**config.mk**
```make
export PLATFORM = sky130hd
export DESIGN_NAME = mhc_ctrl
export DESIGN_NICKNAME = d
export VERILOG_FILES = /design/src/rtl/core/mhc_pkg.sv /design/src/rtl/core/mhc_ctrl.sv
export SDC_FILE = /design/constraint.sdc
export NUM_CORES = 1
export LEC_CHECK = 0
export BUFFER_PORTS_ARGS = -buffer_cell sky130_fd_sc_hd__buf_2
export CAP_MARGIN = 25
export CORE_MARGIN = 5
export CORE_UTILIZATION = 50
export CTS_BUF_LIST = sky130_fd_sc_hd__clkbuf_8
export CTS_CLUSTER_SIZE = 30
export DETAILED_ROUTE_END_ITERATION = 7
export PLACE_DENSITY = 0.87
export SYNTH_ARGS = -nofsm -noshare
export SYNTH_HDL_FRONTEND = slang
export SYNTH_SLANG_ARGS = --single-unit
```
**constraint.sdc**
```tcl
create_clock -name clk -period 3.4 [get_ports clk]
set_input_delay 0.68 -clock clk [delete_from_list [all_inputs] [get_ports clk]]
set_output_delay 0.68 -clock clk [all_outputs]
set_load 0.01 [all_outputs]
```
**src/rtl/core/mhc_pkg.sv**
```systemverilog
// shared constants, types and helper functions of the mandelbrot histogram color block
package mhc_pkg;

	localparam int MAX_WIDTH = 256;
	localparam int MAX_HALF_HEIGHT = 128;
	localparam int MAX_ITER = 1024;

	localparam int PX_W = $clog2(MAX_WIDTH);
	localparam int PY_W = $clog2(MAX_HALF_HEIGHT);
	localparam int CNT_W = 10;
	localparam int HIST_AW = $clog2(MAX_ITER);
	localparam int SLOT_W = PX_W + PY_W;
	localparam int SLOT_DEPTH = MAX_WIDTH * MAX_HALF_HEIGHT;
	localparam int FRAME_W = 9;
	localparam int CFG_DATA_W = 10;
	localparam int CFG_IDX_W = 2;
	localparam int FIX_W = 32;
	localparam int HCNT_W = 16;
	localparam int SUM_W = HCNT_W + HIST_AW;
	localparam int DIV_W = SUM_W + 16;
	localparam int DIVR_W = 16;
	localparam int DCNT_W = $clog2(DIV_W + 1);

	localparam logic [1:0] KIND_COMPUTE = 2'd0;
	localparam logic [1:0] KIND_COLOR = 2'd1;
	localparam logic [1:0] KIND_CLEAR = 2'd2;

	localparam logic [CFG_IDX_W-1:0] CFG_FRAME_WIDTH = 2'd0;
	localparam logic [CFG_IDX_W-1:0] CFG_FRAME_HEIGHT = 2'd1;
	localparam logic [CFG_IDX_W-1:0] CFG_MAX_ITER = 2'd2;

	localparam logic [1:0] MUL_RR = 2'd0;
	localparam logic [1:0] MUL_II = 2'd1;
	localparam logic [1:0] MUL_RI = 2'd2;

	// q4.28 constants
	localparam logic signed [FIX_W-1:0] FIX_M2P5 = 32'shD8000000;
	localparam logic signed [FIX_W-1:0] FIX_M1 = 32'shF0000000;
	localparam logic signed [36:0] FIX_4 = 37'sh0040000000;

	typedef enum logic [4:0] {
		ST_RCLR,
		ST_IDLE,
		ST_DISPATCH,
		ST_C_DIVRE,
		ST_C_DIVIM,
		ST_C_M0,
		ST_C_M1,
		ST_C_M2,
		ST_C_UPD,
		ST_C_HRD,
		ST_C_HWR,
		ST_K_HRD,
		ST_K_CHK,
		ST_K_SUM,
		ST_K_TAIL,
		ST_K_DSTART,
		ST_K_DIV,
		ST_CLR,
		ST_DONE
	} mhc_state_t;

	typedef struct packed {
		logic load_item;
		logic div_start_re;
		logic div_start_im;
		logic div_start_hue;
		logic cr_latch;
		logic ci_latch;
		logic iter_init;
		logic iter_update;
		logic mul_en;
		logic [1:0] mul_sel;
		logic hist_rd;
		logic hist_wr_inc;
		logic hst_rd;
		logic cnt_from_hst;
		logic sum_init;
		logic sum_rd;
		logic sum_acc;
		logic hue_latch;
		logic clr_init;
		logic clr_step;
		logic out_load;
	} mhc_cmd_t;

	typedef struct packed {
		logic [1:0] kind;
		logic div_done;
		logic iter_stop;
		logic esc;
		logic clr_last;
		logic sum_last;
		logic in_set;
		logic out_free;
	} mhc_sts_t;

	function automatic logic signed [FIX_W-1:0] sat_fix(input logic signed [43:0] v);
		logic ovf;
		ovf = (v[43:FIX_W-1] != {(44-FIX_W+1){v[43]}});
		if (ovf) begin
			return v[43] ? {1'b1, {(FIX_W-1){1'b0}}} : {1'b0, {(FIX_W-1){1'b1}}};
		end
		return v[FIX_W-1:0];
	endfunction

	function automatic logic [7:0] ramp(input logic [14:0] v);
		logic [22:0] p;
		p = 23'(v) * 23'd255;
		return p[21:14];
	endfunction

	// returns {red, green, blue}
	function automatic logic [23:0] palette(input logic [15:0] hue);
		logic [7:0] rise;
		logic [7:0] fall;
		rise = ramp({1'b0, hue[13:0]});
		fall = ramp(15'd16384 - {1'b0, hue[13:0]});
		case (hue[15:14])
			2'd0: return {8'd0, rise, 8'd255};
			2'd1: return {8'd0, 8'd255, fall};
			2'd2: return {rise, 8'd255, 8'd0};
			2'd3: return {8'd255, fall, 8'd0};
			default: return 24'd0;
		endcase
	endfunction

endpackage

```
**src/rtl/core/mhc_ctrl.sv**
```systemverilog
// controller state machine sequencing the datapath for each step kind
module mhc_ctrl import mhc_pkg::*; (
	input  logic       clk,
	input  logic       arst_n,
	input  logic       in_valid,
	output logic       in_ready,
	input  mhc_sts_t   sts,
	output mhc_cmd_t   cmd,
	output mhc_state_t state
);

	mhc_state_t state_q, state_nx;

	always_ff @(posedge clk or negedge arst_n) begin
		if (!arst_n) begin
			state_q <= ST_RCLR;
		end else begin
			state_q <= state_nx;
		end
	end

	always_comb begin
		state_nx = state_q;
		cmd = '0;
		in_ready = 1'b0;
		case (state_q)
			ST_RCLR: begin
				cmd.clr_step = 1'b1;
				if (sts.clr_last) begin
					state_nx = ST_IDLE;
				end
			end
			ST_IDLE: begin
				in_ready = 1'b1;
				if (in_valid) begin
					cmd.load_item = 1'b1;
					state_nx = ST_DISPATCH;
				end
			end
			ST_DISPATCH: begin
				case (sts.kind)
					KIND_COMPUTE: begin
						cmd.div_start_re = 1'b1;
						state_nx = ST_C_DIVRE;
					end
					KIND_COLOR: begin
						cmd.hst_rd = 1'b1;
						state_nx = ST_K_HRD;
					end
					KIND_CLEAR: begin
						cmd.clr_init = 1'b1;
						state_nx = ST_CLR;
					end
					default: state_nx = ST_DONE;
				endcase
			end
			ST_C_DIVRE: begin
				if (sts.div_done) begin
					cmd.cr_latch = 1'b1;
					cmd.div_start_im = 1'b1;
					state_nx = ST_C_DIVIM;
				end
			end
			ST_C_DIVIM: begin
				if (sts.div_done) begin
					cmd.ci_latch = 1'b1;
					cmd.iter_init = 1'b1;
					state_nx = ST_C_M0;
				end
			end
			ST_C_M0: begin
				if (sts.iter_stop) begin
					state_nx = ST_C_HRD;
				end else begin
					cmd.mul_en = 1'b1;
					cmd.mul_sel = MUL_RR;
					state_nx = ST_C_M1;
				end
			end
			ST_C_M1: begin
				cmd.mul_en = 1'b1;
				cmd.mul_sel = MUL_II;
				state_nx = ST_C_M2;
			end
			ST_C_M2: begin
				cmd.mul_en = 1'b1;
				cmd.mul_sel = MUL_RI;
				state_nx = ST_C_UPD;
			end
			ST_C_UPD: begin
				if (sts.esc) begin
					state_nx = ST_C_HRD;
				end else begin
					cmd.iter_update = 1'b1;
					state_nx = ST_C_M0;
				end
			end
			ST_C_HRD: begin
				cmd.hist_rd = 1'b1;
				state_nx = ST_C_HWR;
			end
			ST_C_HWR: begin
				cmd.hist_wr_inc = 1'b1;
				state_nx = ST_DONE;
			end
			ST_K_HRD: begin
				cmd.cnt_from_hst = 1'b1;
				state_nx = ST_K_CHK;
			end
			ST_K_CHK: begin
				if (sts.in_set) begin
					state_nx = ST_DONE;
				end else begin
					cmd.sum_init = 1'b1;
					state_nx = ST_K_SUM;
				end
			end
			ST_K_SUM: begin
				cmd.sum_rd = 1'b1;
				cmd.sum_acc = 1'b1;
				if (sts.sum_last) begin
					state_nx = ST_K_TAIL;
				end
			end
			ST_K_TAIL: begin
				cmd.sum_acc = 1'b1;
				state_nx = ST_K_DSTART;
			end
			ST_K_DSTART: begin
				cmd.div_start_hue = 1'b1;
				state_nx = ST_K_DIV;
			end
			ST_K_DIV: begin
				if (sts.div_done) begin
					cmd.hue_latch = 1'b1;
					state_nx = ST_DONE;
				end
			end
			ST_CLR: begin
				cmd.clr_step = 1'b1;
				if (sts.clr_last) begin
					state_nx = ST_DONE;
				end
			end
			ST_DONE: begin
				if (sts.out_free) begin
					cmd.out_load = 1'b1;
					state_nx = ST_IDLE;
				end
			end
			default: state_nx = ST_IDLE;
		endcase
	end

	assign state = state_q;

endmodule

```
==> impl_metrics.yaml, run 1 <==
synth:
  ys_top_cells_by_count: "nor2_1 (16), nor3_1 (11), nand2b_1 (8)"
  yosys-top-cells-area: "dfrtp_1 (16%), nor2_1 (7.9%), nor3_1 (7.2%)"
  synth_top_cell_area_share_pct: 16.4
  synth_edf_count: 0
  synth_cells: 109
  yosysMostFrequentCell: "nor2_1"
  synthFlopType: "dfrtp_1"
  postSynthNetCount: 121
  ys_async_sr_fraction_pct: 100
  ys_ff_latch: 5
  ys_warn_count: 0
  synthesis.area_sq_um: 762
  synth_top_area_cell: "dfrtp_1"
  yosysSeqAreaShare_pct: 16.4
  ys_types: 39
  synth_area_per_cell_sq_um: 6.99
power_and_ir_drop:
  leakage_nw: 0.494
  comb_power_share_pct: 62.7
  power_density_nw_per_um2: 854
  peakVddDrop_mv: 0.624
  totalPowerFinal_mw: 0.809
  clkPwrFrac_pct: 13.2
  internal-power_mw: 0.389
  pwr-share-seq_pct: 24.0
  switching_share_pct: 52.0
  p_sw_mw: 0.421
die:
  start_util_pct: 51.8
  die-width_um: 49.0
  io_pins: 40
  core_sq_um: 1470
  dieArea_sq_um: 2400
  fp.dieH_um: 49.0
  rows: 14
clocking:
  cts_buffer_depth: 2
  clk-insertion-delay-late_ns: 0.22
  path_clk_slew_ns: 0.04
  cts_buffers: 3
  cts_tree: "done"
  cts_num_sinks: 5
  h-tree-depth: 1
  ctsResizeCount: 0
  clock-root-buffer: "clkbuf_8"
  holdBufCountCts: 0
  postCtsSetupBuffers: 0
sta:
  worstMarginPinSlew_ns: 0.626
  fin_crit_ns: 2.46
  hold_viol: 0
  rsz0062_at_grt: "false"
  fin_skew_ns: 0.0103
  finalCritPeriodShare_pct: 72.3
  setup_viol_count_final: 0
  slew-limit-headroom_pct: 58.3
  finalSetupTns_ns: 0
  max_freq_mhz: 407
  slew_violations: 0
routing:
  ant_nets: 0
  route.detailed.wl_per_inst_um: 14.6
  wirelength_um: 2290
  dr.pass1.iters: 4
  drc_errors: 0
  via_per_inst: 5.90
  num_vias: 927
  drt_iter0_markers: 36
critical_path:
  arrival_ns: 1.78
  start_kind: "register"
  end_kind: "output pin"
  critical_path.max_fanout: 21
  required_ns: 2.72
  critPathKind: "reg2out"
flow_run:
  cap_violations: 0
final_layout:
  drive_gt1_share_pct: 31.9
  nets: 154
  fillCellCount: 135
  utilization_pct: 64.4
  antenna_cells: 0
  postLayoutCellArea_sq_um: 947
  syn_to_final_growth_pct: 24.3
  largest_reg_flops: 5
global_routing:
  grt_max_degree: 22
  grtUsageTotal_pct: 18.1
  grt.overflow.total: 0
  grt_pass1_vias: 842
  grt_pass1_wl_um: 3600
  antenna_found_initial: 0
outcome:
  status: "complete, no violations"
placement:
  portBuffers: 39
  dpl.hpwl_um: 1650
  placed_area_sq_um: 902
  gp_congestion: 0.920
min_path:
  hold_class: "in2async"
==> power by group through the flow <==
stage / logic (mW) / clock network, mW / registers [mW]
final: 0.508 / 0.107 / 0.195
after global routing: 0.556 / 0.116 / 0.200
after CTS: 0.504 / 0.109 / 0.191
after detailed placement: 0.492 / 0 / 0.191
after global placement: 0.483 / 0 / 0.189
after floorplan: 0.460 / 0 / 0.120
==> cells in the final DEF (no fill, tap or decap), types with 2 or more instances in the layout <==
cell type,count
or2_1,3
clkbuf_8,3
xor2_1,2
and3_1,3
buf_2,39
nor2b_1,2
nor2_1,16
nand3b_1,2
nand2b_1,8
dfrtp_1,5
nand2_1,5
mux2_1,3
a31oi_1,2
inv_1,5
nor3_1,11
o21ai_0,6
a21oi_1,6
nor3b_1,2
==> logic make-up (layout without fill, tap and decap cells) <==
family                 count (synthesis)  count (layout)  share of synthesized area, %
AND/OR/NAND/NOR                       55              55                          37.6
buffers and inverters                 15              47                          11.8
flip-flops                             5               5                          16.4
AO/OA/AOI/OAI                         28              28                          26.3
XOR/XNOR                               3               3                          3.45
multiplexers                           3               3                          4.43
==> routing by layer <==
metal | global-route usage, % | wire, um | share of wire, % | up-vias
li1 | - | - | - | 448
met1 | 19.4 | 922 | 40 | 418
met2 | 33.5 | 1100 | 48 | 55
met3 | 6.12 | 226 | 9.9 | 6
met4 | 4.48 | 47 | 2.1 | 0
met5 | 0 | 0 | 0 | -
==> metrics by stage <==
step / setup WS, ns / hold WS [ns] / instances
floorplan: 1.18 / 0.384 / 109
global placement: 1.22 / 0.494 / 153
detailed placement: 1.21 / 0.497 / 153
CTS: 0.963 / 0.260 / 157
global route: 0.764 / 0.262 / 157
finish: 0.942 / 0.258 / 157
==> worst max-delay path, stage by stage (launching register included) <==
cell and delay, ns:
dfrtp_1 0.70, nand2b_1 0.15, nor2_1 0.22, nand2_1 0.14, nor3_1 0.18, buf_2 0.17
==> path summary, 6_finish.rpt <==
path | start | to | slack [ns] | cells past startpoint
worst max-delay path | state[1] | cmd[8] | 0.94 | 5
worst min-delay path | arst_n | state[2] | 0.26 | 1
worst max register to register | state[1] | state[0] | 1.28 | 5
worst min register to register | state[0] | state[0] | 0.92 | 1
max in group asynchronous | arst_n | state[0] | 3.00 | 1
min in group clk | state[0] | state[0] | 0.92 | 1
==> layout make-up <==
class | count | area, sq um | share of cell area, %
Inverter | 4 | 15.0 | 1.59
Sequential cell | 5 | 125 | 13.2
Clock buffer | 3 | 41.3 | 4.36
Tap cell | 16 | 20.0 | 2.11
Clock inverter | 1 | 3.75 | 0.396
Multi-Input combinational cell | 89 | 547 | 57.7
Timing Repair Buffer | 39 | 195 | 20.6
Note: power is estimated with default switching activity, not from simulation.
==> run 2: changes to the inputs <==
--- a/config.mk
+++ b/config.mk
@@ -5,14 +5,15 @@
 export SDC_FILE = /design/constraint.sdc
 export NUM_CORES = 1
 export LEC_CHECK = 0
+export ABC_AREA = 1
 export BUFFER_PORTS_ARGS = -buffer_cell sky130_fd_sc_hd__buf_2
 export CAP_MARGIN = 25
 export CORE_MARGIN = 5
-export CORE_UTILIZATION = 50
+export CORE_UTILIZATION = 42
 export CTS_BUF_LIST = sky130_fd_sc_hd__clkbuf_8
 export CTS_CLUSTER_SIZE = 30
 export DETAILED_ROUTE_END_ITERATION = 7
-export PLACE_DENSITY = 0.87
+export PLACE_DENSITY = 0.78
 export SYNTH_ARGS = -nofsm -noshare
 export SYNTH_HDL_FRONTEND = slang
 export SYNTH_SLANG_ARGS = --single-unit
==> constraint.sdc (replaced) <==
create_clock -name clk -period 2.1 [get_ports clk]
set_input_delay 0.42 -clock clk [delete_from_list [all_inputs] [get_ports clk]]
set_output_delay 0.42 -clock clk [all_outputs]
set_load 0.01 [all_outputs]
==> impl_metrics.yaml, run 2 <==
flow_run:
  cap_violations: 0
sta:
  max_freq_mhz: 513
  fin_skew_ns: 0.000422
  rsz0062_at_grt: "false"
  slew-limit-headroom_pct: 77.7
  hold_viol: 0
  fin_crit_ns: 1.95
  finalCritPeriodShare_pct: 92.9
  slew_violations: 0
  worstMarginPinSlew_ns: 0.335
  setup_viol_count_final: 0
  finalSetupTns_ns: 0
clocking:
  postCtsSetupBuffers: 0
  clock-root-buffer: "clkbuf_8"
  holdBufCountCts: 0
  h-tree-depth: 1
  clk-insertion-delay-late_ns: 0.22
  cts_buffer_depth: 2
  ctsResizeCount: 0
  path_clk_slew_ns: 0.03
  cts_buffers: 3
  cts_num_sinks: 5
  cts_tree: "done"
power_and_ir_drop:
  power_density_nw_per_um2: 1250
  p_sw_mw: 0.739
  totalPowerFinal_mw: 1.30
  switching_share_pct: 56.7
  pwr-share-seq_pct: 17.4
  leakage_nw: 0.708
  peakVddDrop_mv: 0.845
  internal-power_mw: 0.564
  clkPwrFrac_pct: 13.0
  comb_power_share_pct: 69.7
global_routing:
  grt_pass1_vias: 926
  grt.overflow.total: 0
  grt_pass1_wl_um: 3910
  antenna_found_initial: 0
  grt_max_degree: 19
  grtUsageTotal_pct: 18.5
die:
  start_util_pct: 44.4
  io_pins: 40
  rows: 15
  core_sq_um: 1750
  fp.dieH_um: 53.0
  die-width_um: 53.0
  dieArea_sq_um: 2810
routing:
  wirelength_um: 2450
  route.detailed.wl_per_inst_um: 11.6
  via_per_inst: 5.06
  ant_nets: 0
  drt_iter0_markers: 40
  drc_errors: 0
  num_vias: 1067
  dr.pass1.iters: 4
critical_path:
  critPathKind: "reg2out"
  start_kind: "register"
  critical_path.max_fanout: 18
  end_kind: "output pin"
  r2r_cells: 9
  arrival_ns: 1.53
  required_ns: 1.68
synth:
  synth_area_per_cell_sq_um: 5.31
  ys_ff_latch: 5
  yosysMostFrequentCell: "nand2_1"
  postSynthNetCount: 158
  yosysSeqAreaShare_pct: 16.1
  synth_cells: 146
  synthesis.area_sq_um: 776
  ys_top_cells_by_count: "nand2_1 (41), nor2_1 (21), inv_1 (18), nand3_1 (18), nand4_1 (8)"
  synth_top_cell_area_share_pct: 19.8
  ys_types: 19
  ys_async_sr_fraction_pct: 100
  synth_edf_count: 0
  synthFlopType: "dfrtp_1"
  yosys-top-cells-area: "nand2_1 (20%), dfrtp_1 (16%), nand3_1 (12%)"
  synth_top_area_cell: "nand2_1"
  ys_warn_count: 0
final_layout:
  largest_reg_flops: 5
  mostFrequentLayoutCells: "nand2_1 (41), buf_2 (39), nor2_1 (21), inv_1 (19), nand3_1 (18)"
  antenna_cells: 0
  drive_gt1_share_pct: 32.3
  syn_to_final_growth_pct: 34.0
  fillCellCount: 187
  final_common_cell: "nand2_1"
  nets: 199
placement:
  dpl.hpwl_um: 2050
  portBuffers: 39
  gp_congestion: 0.849
outcome:
  status: "complete, no violations"
min_path:
  hold_class: "in2async"
## run 2: changes by cell type in the layout (fill, tap and decap cells not counted), sizes merged, moves of 8 or more
cell | previous run | this run
nand2 | 5 | 41
inv | 5 | 26
nand3 | 0 | 21
nand4 | 0 | 8
nor2 | 16 | 29
nand2b | 8 | 0
## run 2: path summary, 6_finish.rpt
kind	startpoint	endpoint	slack, ns
setup / recovery	state[4]	cmd[4]	0.15
hold / removal	arst_n	state[2]	0.006
setup reg to reg	state[3]	state[0]	0.57
hold reg to reg	state[4]	state[4]	0.59
max in group asynchronous	arst_n	state[1]	1.97
min in group clk	sts[5]	state[3]	0.53
## run 2: area by class of cell
type	instances	area, sq um	share of cell area [%]
Clock buffer	3	41.3	3.97
Timing Repair Buffer	39	195	18.8
Tap cell	25	31.3	3.01
Multi-Input combinational cell	112	543	52.2
Clock inverter	1	3.75	0.361
Sequential cell	5	125	12.0
Inverter	26	100	9.63
## run 2: power by group through the flow
stage / logic (mW) / registers, mW / clock network [mW]
floorplan: 0.628 / 0.227 / 0
global placement: 0.883 / 0.219 / 0
detailed placement: 0.889 / 0.220 / 0
CTS: 0.895 / 0.220 / 0.174
global route: 1.02 / 0.234 / 0.183
finish: 0.908 / 0.226 / 0.169
## run 2: critical path, stage by stage (launching register included)
cell     delay [ns]
dfrtp_1        0.42
inv_4          0.18
nand3_2        0.19
a21oi_1        0.32
buf_2          0.20
## run 2: cell families (layout without fill, tap and decap cells)
| logic type | Yosys count | count (layout) | synth area share, % |
|---|---|---|---|
| DFF | 5 | 5 | 16.1 |
| AOI/OAI and AO/OA | 7 | 7 | 4.84 |
| buffers and inverters | 29 | 69 | 15.2 |
| and+or+nand+nor | 105 | 105 | 63.9 |
## run 2: through the flow
| stage | setup WS [ns] | cells | cell area, sq um | hold slack (ns) | utilization, % |
|---|---|---|---|---|---|
| after floorplan | 0.361 | 146 | 776 | 0.124 | - |
| after global placement | 0.339 | 207 | 982 | 0.236 | 56.3 |
| after detailed placement | 0.299 | 207 | 982 | 0.238 | 56.3 |
| after CTS | 0.0569 | 211 | 1030 | 0.00496 | 58.9 |
| after global routing | 0.0180 | 211 | 1040 | 0.00894 | 59.6 |
| final | 0.150 | 211 | 1040 | 0.00601 | 59.6 |
## run 2: per-layer routing
| metal | vias to the layer above | GRT usage (%) | share of wire [%] |
|---|---|---|---|
| li1 | 548 | - | - |
| met1 | 471 | 23.4 | 43 |
| met2 | 48 | 32.4 | 48 |
| met3 | 0 | 4.79 | 9.2 |
| met4 | 0 | 1.28 | 0 |
| met5 | - | 0 | 0 |
